File: src/rtl/core/lrf_pkg.sv
// Shared types and fixed constants of the linear regression fit block.
`timescale 1ns / 1ps
`default_nettype none

package lrf_pkg;

    // Sample width, fixed by the Q8.8 sample ports.
    localparam int SAMPLE_BITS = 16;
    // Result word and sample count port widths.
    localparam int OUT_W       = 32;
    localparam int CNT_OUT_W   = 11;

    // Scaling of the numerators before division: Q16.16 slope from raw sums,
    // Q16.16 intercept from sums that already carry Q8.8 in y.
    localparam int SLOPE_SHIFT = 16;
    localparam int ICPT_SHIFT  = 8;

    // Quotient register with a sticky ceiling well above the 32-bit range.
    localparam int              Q_W       = 34;
    localparam logic [Q_W-1:0]  Q_CAP     = 34'h2_0000_0000;
    localparam logic [Q_W-1:0]  Q_POS_MAX = 34'h0_7FFF_FFFF;
    localparam logic [Q_W-1:0]  Q_NEG_MAX = 34'h0_8000_0000;

    localparam logic [OUT_W-1:0] RES_POS_SAT = 32'h7FFF_FFFF;
    localparam logic [OUT_W-1:0] RES_NEG_SAT = 32'h8000_0000;

    typedef enum logic [1:0] {
        ST_OK    = 2'd0,
        ST_DEGEN = 2'd1,
        ST_SAT   = 2'd2
    } t_status;

    // Status from the sample accumulator to the fit sequencer.
    typedef struct packed {
        logic last_done;   // final sample of the set has been summed
        logic ovf;         // a sample of the set was dropped at capacity
    } t_acc_stat;

endpackage

`default_nettype wire

File: src/rtl/core/lrf_accum.sv
// Sample front end: product stage and running sums, count and x range.
`timescale 1ns / 1ps
`default_nettype none

module lrf_accum
    import lrf_pkg::*;
#(
    parameter int MAX_SAMPLES = 1024,
    localparam int SB    = SAMPLE_BITS,
    localparam int CNT_W = $clog2(MAX_SAMPLES + 1),
    localparam int AX_W  = SB + CNT_W,
    localparam int AXX_W = 2 * SB + CNT_W
) (
    input  wire logic                    i_clk,
    input  wire logic                    i_rst_n,
    input  wire logic                    i_push,
    input  wire logic signed [SB-1:0]    i_x,
    input  wire logic signed [SB-1:0]    i_y,
    input  wire logic                    i_last,
    input  wire logic                    i_clear,
    output logic signed [AX_W-1:0]       o_sum_x,
    output logic signed [AX_W-1:0]       o_sum_y,
    output logic signed [AXX_W-1:0]      o_sum_xx,
    output logic signed [AXX_W-1:0]      o_sum_xy,
    output logic [CNT_W-1:0]             o_count,
    output logic signed [SB-1:0]         o_min_x,
    output logic signed [SB-1:0]         o_max_x,
    output t_acc_stat                    o_stat
);

    localparam logic [SB-1:0] MIN_INIT = {1'b0, {(SB - 1){1'b1}}};
    localparam logic [SB-1:0] MAX_INIT = {1'b1, {(SB - 1){1'b0}}};

    logic signed [2*SB-1:0] x_w;
    logic signed [2*SB-1:0] y_w;

    logic                   r_s1_valid;
    logic                   r_s1_last;
    logic signed [SB-1:0]   r_s1_x;
    logic signed [2*SB-1:0] r_s1_xx;
    logic signed [2*SB-1:0] r_s1_xy;
    logic signed [SB-1:0]   r_s1_y;

    logic signed [AX_W-1:0]  r_sum_x;
    logic signed [AX_W-1:0]  r_sum_y;
    logic signed [AXX_W-1:0] r_sum_xx;
    logic signed [AXX_W-1:0] r_sum_xy;
    logic [CNT_W-1:0]        r_count;
    logic signed [SB-1:0]    r_min_x;
    logic signed [SB-1:0]    r_max_x;
    logic                    r_ovf;
    logic                    r_last_done;

    logic room;

    assign x_w  = {{SB{i_x[SB-1]}}, i_x};
    assign y_w  = {{SB{i_y[SB-1]}}, i_y};
    assign room = (r_count < CNT_W'(MAX_SAMPLES));

    // Stage 1: register the sample and both products.
    always_ff @(posedge i_clk) begin
        if (i_push) begin
            r_s1_x    <= i_x;
            r_s1_y    <= i_y;
            r_s1_xx   <= x_w * x_w;
            r_s1_xy   <= x_w * y_w;
            r_s1_last <= i_last;
        end
    end

    // Stage 2: fold the beat into the sums, or drop it once full.
    always_ff @(posedge i_clk) begin
        if (!i_rst_n) begin
            r_s1_valid  <= 1'b0;
            r_last_done <= 1'b0;
        end else begin
            r_s1_valid  <= i_push;
            r_last_done <= r_s1_valid && r_s1_last;
        end
    end

    always_ff @(posedge i_clk) begin
        if (!i_rst_n || i_clear) begin
            r_sum_x  <= '0;
            r_sum_y  <= '0;
            r_sum_xx <= '0;
            r_sum_xy <= '0;
            r_count  <= '0;
            r_min_x  <= MIN_INIT;
            r_max_x  <= MAX_INIT;
            r_ovf    <= 1'b0;
        end else if (r_s1_valid) begin
            if (room) begin
                r_sum_x  <= r_sum_x + {{(AX_W - SB){r_s1_x[SB-1]}}, r_s1_x};
                r_sum_y  <= r_sum_y + {{(AX_W - SB){r_s1_y[SB-1]}}, r_s1_y};
                r_sum_xx <= r_sum_xx + {{(AXX_W - 2*SB){r_s1_xx[2*SB-1]}}, r_s1_xx};
                r_sum_xy <= r_sum_xy + {{(AXX_W - 2*SB){r_s1_xy[2*SB-1]}}, r_s1_xy};
                r_count  <= r_count + CNT_W'(1);
                if (r_s1_x < r_min_x) begin
                    r_min_x <= r_s1_x;
                end
                if (r_s1_x > r_max_x) begin
                    r_max_x <= r_s1_x;
                end
            end else begin
                r_ovf <= 1'b1;
            end
        end
    end

    assign o_sum_x          = r_sum_x;
    assign o_sum_y          = r_sum_y;
    assign o_sum_xx         = r_sum_xx;
    assign o_sum_xy         = r_sum_xy;
    assign o_count          = r_count;
    assign o_min_x          = r_min_x;
    assign o_max_x          = r_max_x;
    assign o_stat.last_done = r_last_done;
    assign o_stat.ovf       = r_ovf;

endmodule

`default_nettype wire

File: src/rtl/core/linear_regression_fit.sv
// Top level: streaming least-squares line fit with one shared add/subtract unit.
// Non-final samples: one beat per cycle while the sequencer is idle; they never stall the input.
// Final sample to result: the shift-add multiplier (AX_W steps per product) and the
// restoring divider (NUM_W steps per quotient) do the work; a degenerate set skips both divisions.
// Reset: synchronous, active low; clears sums, count, x range, sequencer and output valid.
`timescale 1ns / 1ps
`default_nettype none

module linear_regression_fit
    import lrf_pkg::*;
#(
    parameter int MAX_SAMPLES = 1024
) (
    input  wire logic                    i_clk,
    input  wire logic                    i_rst_n,
    // sample channel
    input  wire logic                    i_valid,
    output logic                         o_stall,
    input  wire logic signed [15:0]      i_x_value,
    input  wire logic signed [15:0]      i_y_value,
    input  wire logic                    i_last,
    // result channel
    output logic                         o_valid,
    input  wire logic                    i_stall,
    output logic signed [31:0]           o_slope,
    output logic signed [31:0]           o_intercept,
    output logic signed [15:0]           o_min_x,
    output logic signed [15:0]           o_max_x,
    output logic [10:0]                  o_sample_count,
    output logic [1:0]                   o_status
);

    // Sizes of the running sums and of the shared datapath.
    localparam int SB     = SAMPLE_BITS;
    localparam int CNT_W  = $clog2(MAX_SAMPLES + 1);
    localparam int AX_W   = SB + CNT_W;          // sum of x, sum of y
    localparam int AXX_W  = 2 * SB + CNT_W;      // sum of x*x, sum of x*y
    localparam int PW     = AXX_W + AX_W + 1;    // difference of two products
    localparam int AW     = PW + 1;              // shared adder width
    localparam int MW     = AX_W;                // multiplier operand bits
    localparam int NUM_W  = PW + SLOPE_SHIFT;    // scaled numerator magnitude
    localparam int STEP_W = $clog2(NUM_W);

    // Product schedule. Even entries start a fresh sum, odd ones subtract.
    localparam logic [2:0] P_N_SXX  = 3'd0;   // + n * Sxx
    localparam logic [2:0] P_SX_SX  = 3'd1;   // - Sx * Sx      -> denominator
    localparam logic [2:0] P_N_SXY  = 3'd2;   // + n * Sxy
    localparam logic [2:0] P_SX_SY  = 3'd3;   // - Sx * Sy      -> slope numerator
    localparam logic [2:0] P_SY_SXX = 3'd4;   // + Sy * Sxx
    localparam logic [2:0] P_SX_SXY = 3'd5;   // - Sx * Sxy     -> intercept numerator

    typedef enum logic [9:0] {
        S_IDLE  = 10'b00_0000_0001,
        S_DRAIN = 10'b00_0000_0010,
        S_LOAD  = 10'b00_0000_0100,
        S_MUL   = 10'b00_0000_1000,
        S_DCHK  = 10'b00_0001_0000,
        S_NEG   = 10'b00_0010_0000,
        S_DIV   = 10'b00_0100_0000,
        S_ROUND = 10'b00_1000_0000,
        S_CLAMP = 10'b01_0000_0000,
        S_EMIT  = 10'b10_0000_0000
    } t_state;

    // ---------------------------------------------------------------
    // Sample accumulator
    // ---------------------------------------------------------------
    t_state                  r_state;
    logic                    in_beat;
    logic                    emit_fire;
    logic signed [AX_W-1:0]  sum_x;
    logic signed [AX_W-1:0]  sum_y;
    logic signed [AXX_W-1:0] sum_xx;
    logic signed [AXX_W-1:0] sum_xy;
    logic [CNT_W-1:0]        acc_count;
    logic signed [SB-1:0]    acc_min_x;
    logic signed [SB-1:0]    acc_max_x;
    t_acc_stat               acc_stat;

    // Take samples only while the sequencer rests; a final sample locks the
    // input until its result has been placed in the output register.
    assign o_stall = (r_state != S_IDLE);
    assign in_beat = i_valid && !o_stall;

    lrf_accum #(
        .MAX_SAMPLES (MAX_SAMPLES)
    ) u_accum (
        .i_clk    (i_clk),
        .i_rst_n  (i_rst_n),
        .i_push   (in_beat),
        .i_x      (i_x_value),
        .i_y      (i_y_value),
        .i_last   (i_last),
        .i_clear  (emit_fire),
        .o_sum_x  (sum_x),
        .o_sum_y  (sum_y),
        .o_sum_xx (sum_xx),
        .o_sum_xy (sum_xy),
        .o_count  (acc_count),
        .o_min_x  (acc_min_x),
        .o_max_x  (acc_max_x),
        .o_stat   (acc_stat)
    );

    // ---------------------------------------------------------------
    // Sequencer and datapath registers
    // ---------------------------------------------------------------
    logic [2:0]          r_prod;
    logic [STEP_W-1:0]   r_step;
    logic                r_phase;      // 0 slope pass, 1 intercept pass
    logic                r_neg;        // numerator sign of the current pass
    logic                r_sat;
    logic                r_degen;
    logic                r_out_valid;

    logic [AW-1:0]       r_acc;        // product sum, then numerator
    logic [AW-1:0]       r_mcand;      // multiplicand, shifted up each step
    logic [MW-1:0]       r_mplier;     // multiplier, shifted down each step
    logic [PW-1:0]       r_den;
    logic [NUM_W-1:0]    r_num;        // numerator bits, MSB first
    logic [PW-1:0]       r_rem;
    logic [Q_W-1:0]      r_q;
    logic [OUT_W-1:0]    r_slope;
    logic [OUT_W-1:0]    r_icpt;

    logic [OUT_W-1:0]    r_out_slope;
    logic [OUT_W-1:0]    r_out_icpt;
    logic [SB-1:0]       r_out_min_x;
    logic [SB-1:0]       r_out_max_x;
    logic [CNT_OUT_W-1:0] r_out_count;
    t_status             r_out_status;

    // ---------------------------------------------------------------
    // Shared add/subtract unit. Carry out on a subtract means a >= b.
    // ---------------------------------------------------------------
    logic [AW-1:0] alu_a;
    logic [AW-1:0] alu_b;
    logic          alu_sub;
    logic [AW:0]   alu_sum;
    logic [AW-1:0] alu_res;
    logic          alu_ge;

    logic          mul_msb;
    logic          prod_neg;
    logic [AW-1:0] div_trial;

    // The top multiplier bit carries negative weight; a product that is
    // subtracted flips the sense of every partial add.
    assign mul_msb   = (r_step == STEP_W'(MW - 1));
    assign prod_neg  = (r_prod == P_SX_SX) || (r_prod == P_SX_SY) || (r_prod == P_SX_SXY);
    assign div_trial = {r_rem, r_num[NUM_W-1]};

    always_comb begin
        alu_a   = '0;
        alu_b   = '0;
        alu_sub = 1'b0;
        unique case (r_state)
            S_MUL: begin
                alu_a   = r_acc;
                alu_b   = r_mcand;
                alu_sub = mul_msb ^ prod_neg;
            end
            S_NEG: begin
                alu_b   = r_acc;
                alu_sub = 1'b1;
            end
            S_DIV: begin
                alu_a   = div_trial;
                alu_b   = {1'b0, r_den};
                alu_sub = 1'b1;
            end
            S_ROUND: begin
                alu_a   = {r_rem, 1'b0};
                alu_b   = {1'b0, r_den};
                alu_sub = 1'b1;
            end
            default: begin
            end
        endcase
    end

    assign alu_sum = {1'b0, alu_a} + {1'b0, alu_b ^ {AW{alu_sub}}} + {{AW{1'b0}}, alu_sub};
    assign alu_res = alu_sum[AW-1:0];
    assign alu_ge  = alu_sum[AW];

    // ---------------------------------------------------------------
    // Helpers for numerator load, quotient step and final clamp
    // ---------------------------------------------------------------
    logic [AW-1:0]    mag;
    logic [Q_W:0]     q_shift;
    logic [Q_W-1:0]   q_step;
    logic [OUT_W-1:0] q_low;
    logic [OUT_W-1:0] clamp_val;
    logic             clamp_sat;

    // In the negate state the adder yields 0 - numerator.
    assign mag = r_acc[AW-1] ? alu_res : r_acc;

    // Hold the quotient at its ceiling once it runs past; the exact value
    // beyond that only matters as "saturated".
    assign q_shift = {r_q, alu_ge};
    assign q_step  = (q_shift > {1'b0, Q_CAP}) ? Q_CAP : q_shift[Q_W-1:0];

    assign q_low = r_q[OUT_W-1:0];

    always_comb begin
        clamp_sat = 1'b0;
        clamp_val = q_low;
        if (!r_neg) begin
            if (r_q > Q_POS_MAX) begin
                clamp_sat = 1'b1;
                clamp_val = RES_POS_SAT;
            end
        end else begin
            if (r_q > Q_NEG_MAX) begin
                clamp_sat = 1'b1;
                clamp_val = RES_NEG_SAT;
            end else begin
                clamp_val = ~q_low + OUT_W'(1);
            end
        end
    end

    // Result lands once the output register is free or being drained.
    assign emit_fire = (r_state == S_EMIT) && (!r_out_valid || !i_stall);

    // ---------------------------------------------------------------
    // Control registers
    // ---------------------------------------------------------------
    always_ff @(posedge i_clk) begin
        if (!i_rst_n) begin
            r_state     <= S_IDLE;
            r_prod      <= P_N_SXX;
            r_step      <= '0;
            r_phase     <= 1'b0;
            r_neg       <= 1'b0;
            r_sat       <= 1'b0;
            r_degen     <= 1'b0;
            r_out_valid <= 1'b0;
        end else begin
            if (emit_fire) begin
                r_out_valid <= 1'b1;
            end else if (!i_stall) begin
                r_out_valid <= 1'b0;
            end

            unique case (r_state)
                S_IDLE: begin
                    if (in_beat && i_last) begin
                        r_state <= S_DRAIN;
                    end
                end
                // Wait for the final beat to reach the sums.
                S_DRAIN: begin
                    if (acc_stat.last_done) begin
                        r_prod  <= P_N_SXX;
                        r_phase <= 1'b0;
                        r_sat   <= 1'b0;
                        r_degen <= 1'b0;
                        r_state <= S_LOAD;
                    end
                end
                S_LOAD: begin
                    r_step  <= '0;
                    r_state <= S_MUL;
                end
                S_MUL: begin
                    if (mul_msb) begin
                        case (r_prod) inside
                            P_SX_SX: r_state <= S_DCHK;
                            P_SX_SY, P_SX_SXY: r_state <= S_NEG;
                            default: begin
                                r_prod  <= r_prod + 3'd1;
                                r_state <= S_LOAD;
                            end
                        endcase
                    end else begin
                        r_step <= r_step + STEP_W'(1);
                    end
                end
                // Zero denominator: skip both divisions.
                S_DCHK: begin
                    if (r_acc == '0) begin
                        r_degen <= 1'b1;
                        r_state <= S_EMIT;
                    end else begin
                        r_prod  <= P_N_SXY;
                        r_state <= S_LOAD;
                    end
                end
                S_NEG: begin
                    r_neg   <= r_acc[AW-1];
                    r_step  <= '0;
                    r_state <= S_DIV;
                end
                S_DIV: begin
                    if (r_step == STEP_W'(NUM_W - 1)) begin
                        r_state <= S_ROUND;
                    end else begin
                        r_step <= r_step + STEP_W'(1);
                    end
                end
                S_ROUND: begin
                    r_state <= S_CLAMP;
                end
                S_CLAMP: begin
                    r_sat <= r_sat | clamp_sat;
                    if (!r_phase) begin
                        r_phase <= 1'b1;
                        r_prod  <= P_SY_SXX;
                        r_state <= S_LOAD;
                    end else begin
                        r_state <= S_EMIT;
                    end
                end
                S_EMIT: begin
                    if (emit_fire) begin
                        r_state <= S_IDLE;
                    end
                end
                default: r_state <= S_IDLE;
            endcase
        end
    end

    // ---------------------------------------------------------------
    // Datapath registers
    // ---------------------------------------------------------------
    always_ff @(posedge i_clk) begin
        unique case (r_state)
            // Pick operands for the next product; n is unsigned, so pad it
            // with zeros rather than its top bit.
            S_LOAD: begin
                case (r_prod)
                    P_N_SXX: begin
                        r_mcand  <= {{(AW - AXX_W){sum_xx[AXX_W-1]}}, sum_xx};
                        r_mplier <= {{(MW - CNT_W){1'b0}}, acc_count};
                    end
                    P_SX_SX: begin
                        r_mcand  <= {{(AW - AX_W){sum_x[AX_W-1]}}, sum_x};
                        r_mplier <= sum_x;
                    end
                    P_N_SXY: begin
                        r_mcand  <= {{(AW - AXX_W){sum_xy[AXX_W-1]}}, sum_xy};
                        r_mplier <= {{(MW - CNT_W){1'b0}}, acc_count};
                    end
                    P_SX_SY: begin
                        r_mcand  <= {{(AW - AX_W){sum_y[AX_W-1]}}, sum_y};
                        r_mplier <= sum_x;
                    end
                    P_SY_SXX: begin
                        r_mcand  <= {{(AW - AXX_W){sum_xx[AXX_W-1]}}, sum_xx};
                        r_mplier <= sum_y;
                    end
                    default: begin
                        r_mcand  <= {{(AW - AXX_W){sum_xy[AXX_W-1]}}, sum_xy};
                        r_mplier <= sum_x;
                    end
                endcase
                if (!prod_neg) begin
                    r_acc <= '0;
                end
            end
            // One shift-add step per multiplier bit.
            S_MUL: begin
                if (r_mplier[0]) begin
                    r_acc <= alu_res;
                end
                r_mcand  <= r_mcand << 1;
                r_mplier <= r_mplier >> 1;
            end
            S_DCHK: begin
                r_den <= r_acc[PW-1:0];
            end
            // Scale the numerator magnitude into Q16.16 quotient position.
            S_NEG: begin
                if (!r_phase) begin
                    r_num <= {mag[PW-1:0], {SLOPE_SHIFT{1'b0}}};
                end else begin
                    r_num <= {{(SLOPE_SHIFT - ICPT_SHIFT){1'b0}}, mag[PW-1:0],
                              {ICPT_SHIFT{1'b0}}};
                end
                r_rem <= '0;
                r_q   <= '0;
            end
            // Restoring division, one quotient bit per cycle.
            S_DIV: begin
                r_rem <= alu_ge ? alu_res[PW-1:0] : div_trial[PW-1:0];
                r_num <= r_num << 1;
                r_q   <= q_step;
            end
            // Round half away from zero: bump when twice the remainder
            // reaches the divisor.
            S_ROUND: begin
                if (alu_ge) begin
                    r_q <= r_q + Q_W'(1);
                end
            end
            S_CLAMP: begin
                if (!r_phase) begin
                    r_slope <= clamp_val;
                end else begin
                    r_icpt <= clamp_val;
                end
            end
            S_EMIT: begin
                if (emit_fire) begin
                    r_out_slope <= r_degen ? '0 : r_slope;
                    r_out_icpt  <= r_degen ? '0 : r_icpt;
                    r_out_min_x <= acc_min_x;
                    r_out_max_x <= acc_max_x;
                    r_out_count <= CNT_OUT_W'(acc_count);
                    if (r_degen) begin
                        r_out_status <= ST_DEGEN;
                    end else if (r_sat || acc_stat.ovf) begin
                        r_out_status <= ST_SAT;
                    end else begin
                        r_out_status <= ST_OK;
                    end
                end
            end
            default: begin
            end
        endcase
    end

    // ---------------------------------------------------------------
    // Result channel
    // ---------------------------------------------------------------
    assign o_valid        = r_out_valid;
    assign o_slope        = r_out_slope;
    assign o_intercept    = r_out_icpt;
    assign o_min_x        = r_out_min_x;
    assign o_max_x        = r_out_max_x;
    assign o_sample_count = r_out_count;
    assign o_status       = r_out_status;

endmodule

`default_nettype wire

File: config.mk
export PLATFORM = sky130hd
export DESIGN_NAME = linear_regression_fit
export DESIGN_NICKNAME = d
export VERILOG_FILES = /design/src/rtl/core/lrf_pkg.sv /design/src/rtl/core/lrf_accum.sv /design/src/rtl/core/linear_regression_fit.sv
export SDC_FILE = /design/constraint.sdc
export NUM_CORES = 2
export LEC_CHECK = 0
export BUFFER_PORTS_ARGS = -buffer_cell sky130_fd_sc_hd__clkbuf_2
export CORE_AREA = 2 2 359 361
export CTS_BUF_LIST = sky130_fd_sc_hd__clkbuf_16
export DETAILED_ROUTE_END_ITERATION = 6
export DIE_AREA = 0 0 361 363
export PLACE_DENSITY = 0.71
export SETUP_SLACK_MARGIN = 0.02
export SLEW_MARGIN = 20
export SYNTH_ARGS = -nofsm -noshare
export SYNTH_HDL_FRONTEND = slang
export SYNTH_SLANG_ARGS = --single-unit
File: constraint.sdc
create_clock -name i_clk -period 9.3 [get_ports i_clk]
set_input_delay 1.86 -clock i_clk [delete_from_list [all_inputs] [get_ports i_clk]]
set_output_delay 1.86 -clock i_clk [all_outputs]
set_load 0.02 [all_outputs]
==> impl_results.md <==
* Clock sink count at 905
* Count of final max-slew check failures at 0
* Layout cells sized above 1 at 6.928%
* WP data required at 9.75 ns
* Cts repair resizes at 0
* Skew final at 0.06405 ns
* Power per cell area at 302.2 mW/mm2
* CP Cell Sequence: clkbuf_2 -> buf_4 -> nand2_1 -> fa_1 -> inv_1 -> fa_1 -> ha_1 -> inv_1 -> fa_1 -> inv_1 -> fa_1 -> fa_1 -> ha_1 -> nand2_1 -> o21ai_0 -> a41oi_1 -> a211o_1 -> o311a_1 -> o21ba_2 -> o21ai_0 -> a41o_1 -> o21ai_0 -> xnor2_1
* Iteration-0 DRC Markers at 5260
* Arrival time at the worst endpoint at 8.47 ns
* DRC violations left at 16
* Crit path max-delay family: adder cells
* Initial antenna violation count at 3
* Dpl ws at 0.6042 ns
* Num CTS Buffers at 99
* Width of the die at 361 um
* Fin nets at 8121
* CP endpoint kind: flop
* Syn Nets at around 8200
* Minimum clock period after layout at 8.016 ns
* Tightest Pin Transition at 1.083 ns
* CP dominant cell by count: fa_1
* Warnings, synthesis at 0
* DRT Pass-1 Iters at 7
* Area contributors post-synth: edfxtp_1 30%, fa_1 14%, ha_1 7.5%
* Vias in the first global route at 52870
* Cell area after synthesis at 0.06964 mm2
* Min setup slack post-route at 1.284 ns
* Chip height at 363 um
* Final hold violations at 0
* Largest net degree at the start of global routing at around 120
* Yosys top cell by area: edfxtp_1
* Post-DRT Antenna Nets at 0
* RSZ-0062 raised after global routing: no
* CTS clock-pin slew for the worst setup and hold paths at 0.06 ns
* I/O Buffers at 147
* Vias at 53590
* Critical Path Fanout Max at 22
* Gpl congestion at 0.9556
* Top_reg_cell synth: edfxtp_1
* Max_cap viols at 0
* WL per Instance at 21.45 um
* Synth Area per Inst at 9.652 um2
* Post-synthesis cell type count at 101
* Layout overhead on the synthesized area at 7.796%
* Fmax at 124.7 MHz
* First-pass GRT wire length at 300400 um
* Setup bufs post-CTS at 0
* Period utilization at 86.20%
* VDD IR max at 447.5 uV
* GR Util All Layers at 29.01%
* Top Ports at 148
* Bufs and invs on worst path at 5
* Outcome: finished with violations
* CTS tree: yes
* P_leak at 32.22 nW
* Starting Density at 54.82%
* Most numerous cell in the Yosys netlist: nand2_1
* Number of vias per cell at around 6
* #FFs+latches synth at about 910
* Crit-path slowest cell: fa_1
* Rows at 131
* Multi-input gate area at 0.04066 mm2
* Final HPWL DP at 140500 um
* Setup TNS at 0 ns
* Post-synth EDFFs at slightly below 700
* Hold Buf Count CTS at 0
* Area share of the largest cell type after synthesis at between 20% and 30%
* Routed wire length at 191200 um
* Syn Inst Count at 7215
* FFs w/ async S/R, synth at 0%
* Endpoints failing setup at 0
* Total gr overflow at 0
* Class of the worst hold path: flop to flop
* Filler cells at 10780
* Post-synth top cells: 903 x nand2_1, 703 x inv_1, 694 x edfxtp_1, 570 x a21oi_1, 504 x fa_1
* Fin util at 59.10%
* Clock Latency Late Sink at 0.74 ns
* Core ar. at 0.1270 mm2
* CTS max path bufs at 3
* Largest stage delay, worst path at 0.54 ns
* Failing checks: DRC
* Relative max-transition margin at 27.64%
* Seq/Total Area, Yosys at 35.99%
* DIE AREA at 0.1310 mm2
* Kind of critical path: input port to flop
* FF+latch area at 0.02507 mm2
* CP Launch Type: input port
* Htree depth at 3
* Root Buffer: clkbuf_16
## flip-flops by register name (all words and copies together) (netlist names), 16 cells and up
name              cells
u_accum.o_sum_xy     43
o_intercept          32
r_acc                72
r_slope              32
r_icpt               32
u_accum.o_min_x      16
r_mplier             27
o_max_x              16
u_accum.o_max_x      16
u_accum.o_sum_xx     43
r_den                71
u_accum.r_s1_xy      32
r_q                  34
u_accum.r_s1_xx      31
o_slope              32
o_min_x              16
r_rem                71
r_num                79
u_accum.r_s1_y       16
u_accum.o_sum_y      27
u_accum.o_sum_x      27
r_mcand              72
## cell type report
type | instances | area share (%)
antenna | 2 | 0.006667
clock buffer | 103 | 3.434
clock inverter | 82 | 0.8317
inverter | 704 | 3.522
multi-input combinational | 5225 | 54.17
sequential | 905 | 33.40
tap | 1662 | 2.770
timing repair buffer | 227 | 1.873
## placed cells by master (no fill, tap or decap), types with 18 or more instances in the layout
| cell | synthesis | layout |
|---|---|---|
| clkbuf_2 | 1 | 147 |
| and3_1 | 70 | 69 |
| xor2_1 | 128 | 128 |
| a22o_1 | 100 | 100 |
| inv_1 | 703 | 722 |
| o22ai_1 | 23 | 23 |
| buf_4 | 2 | 75 |
| clkinv_2 | 0 | 18 |
| nor4_1 | 37 | 36 |
| nand2_1 | 903 | 901 |
| dfxtp_1 | 211 | 208 |
| a211oi_1 | 55 | 55 |
| nand2b_1 | 40 | 38 |
| nor3_1 | 101 | 101 |
| and2_1 | 225 | 225 |
| nor2b_1 | 113 | 111 |
| clkinv_1 | 1 | 23 |
| a31oi_1 | 58 | 58 |
| o21bai_1 | 41 | 41 |
| o21a_1 | 41 | 41 |
| a21o_1 | 147 | 147 |
| ha_1 | 418 | 418 |
| o21ai_0 | 296 | 294 |
| mux2i_1 | 64 | 63 |
| mux4_2 | 18 | 18 |
| nor2_1 | 448 | 444 |
| clkbuf_16 | 0 | 103 |
| nand3_1 | 163 | 162 |
| fa_1 | 504 | 504 |
| edfxtp_1 | 694 | 694 |
| or3_1 | 44 | 44 |
| a21oi_1 | 570 | 566 |
| nand4_1 | 52 | 52 |
| mux2_2 | 33 | 33 |
| xnor2_1 | 204 | 204 |
| a222oi_1 | 63 | 63 |
## metrics by stage
step | total power, mW | std cells | cell area [um2] | hold WS, ns
after floorplan | 15.85 | 7215 | 69640 | 0.4298
after global placement | 18.37 | 8722 | 71820 | 0.4428
after detailed placement | 18.79 | 8722 | 71830 | 0.4476
after CTS | 22.73 | 8907 | 75030 | 0.4583
after global routing | 24.74 | 8909 | 75070 | 0.4788
final | 22.68 | 8910 | 75070 | 0.4649
## power breakdown
part | total, mW | switching (mW) | internal [mW] | leakage (nW)
clock | 3.89 | 1.73 | 2.16 | 1.63
combinational | 13.3 | 7.44 | 5.87 | 23.0
sequential | 5.49 | 0.235 | 5.26 | 7.63
total | 22.7 | 9.40 | 13.3 | 32.2
## layer usage
layer / part of all wire (%) / GRT usage (%) / up-vias / wire, um
met4: 5.1 / 13.73 / 2 / 9658
met2: 46 / 46.99 / 1997 / 88020
met5: 0.0068 / 0 / - / 13
met3: 6.6 / 3.436 / 404 / 12710
li1: - / - / 24950 / -
met1: 42 / 39.07 / 26240 / 80750
## kinds of logic after synthesis
family	Yosys count	synth area share (%)
simple gates	2280	15.41
compound gates	1576	14.51
buf+inv	1085	5.884
fa+ha+maj	922	22.00
flops	905	35.99
xor+xnor	332	4.176
mux	115	2.036
## worst reg2reg max path: stages (launching register included)
cell      delay (ns)
dfxtp_1         0.34
inv_1           0.07
ha_1            0.15
or4b_1          0.49
or2_2           0.34
xor2_1          0.22
a21oi_4         0.47
buf_4           0.55
xnor2_1         0.19
ha_1            0.41
a21o_1          0.22
a21o_1          0.18
a21o_1          0.19
a221o_1         0.32
a31oi_1         0.46
o31ai_1         0.16
buf_4           0.19
a21oi_1         0.37
a21oi_1         0.31
a221oi_4        0.39
buf_4           0.41
buf_4           0.62
nand2_1         0.13
a21oi_1         0.30
## worst paths after layout
| kind | slack, ns | startpoint | cells past startpoint | end |
|---|---|---|---|---|
| setup reg to reg | 1.63 | r_step[0] | 23 | r_rem[5] |
| hold / removal | 0.46 | u_accum.o_max_x[10] | 0 | o_max_x[10] |
| hold reg to reg | 0.46 | u_accum.o_max_x[10] | 0 | o_max_x[10] |
| setup / recovery | 1.28 | i_x_value[2] | 23 | u_accum.r_s1_xx[29] |
(Power assumes the default switching activity.)
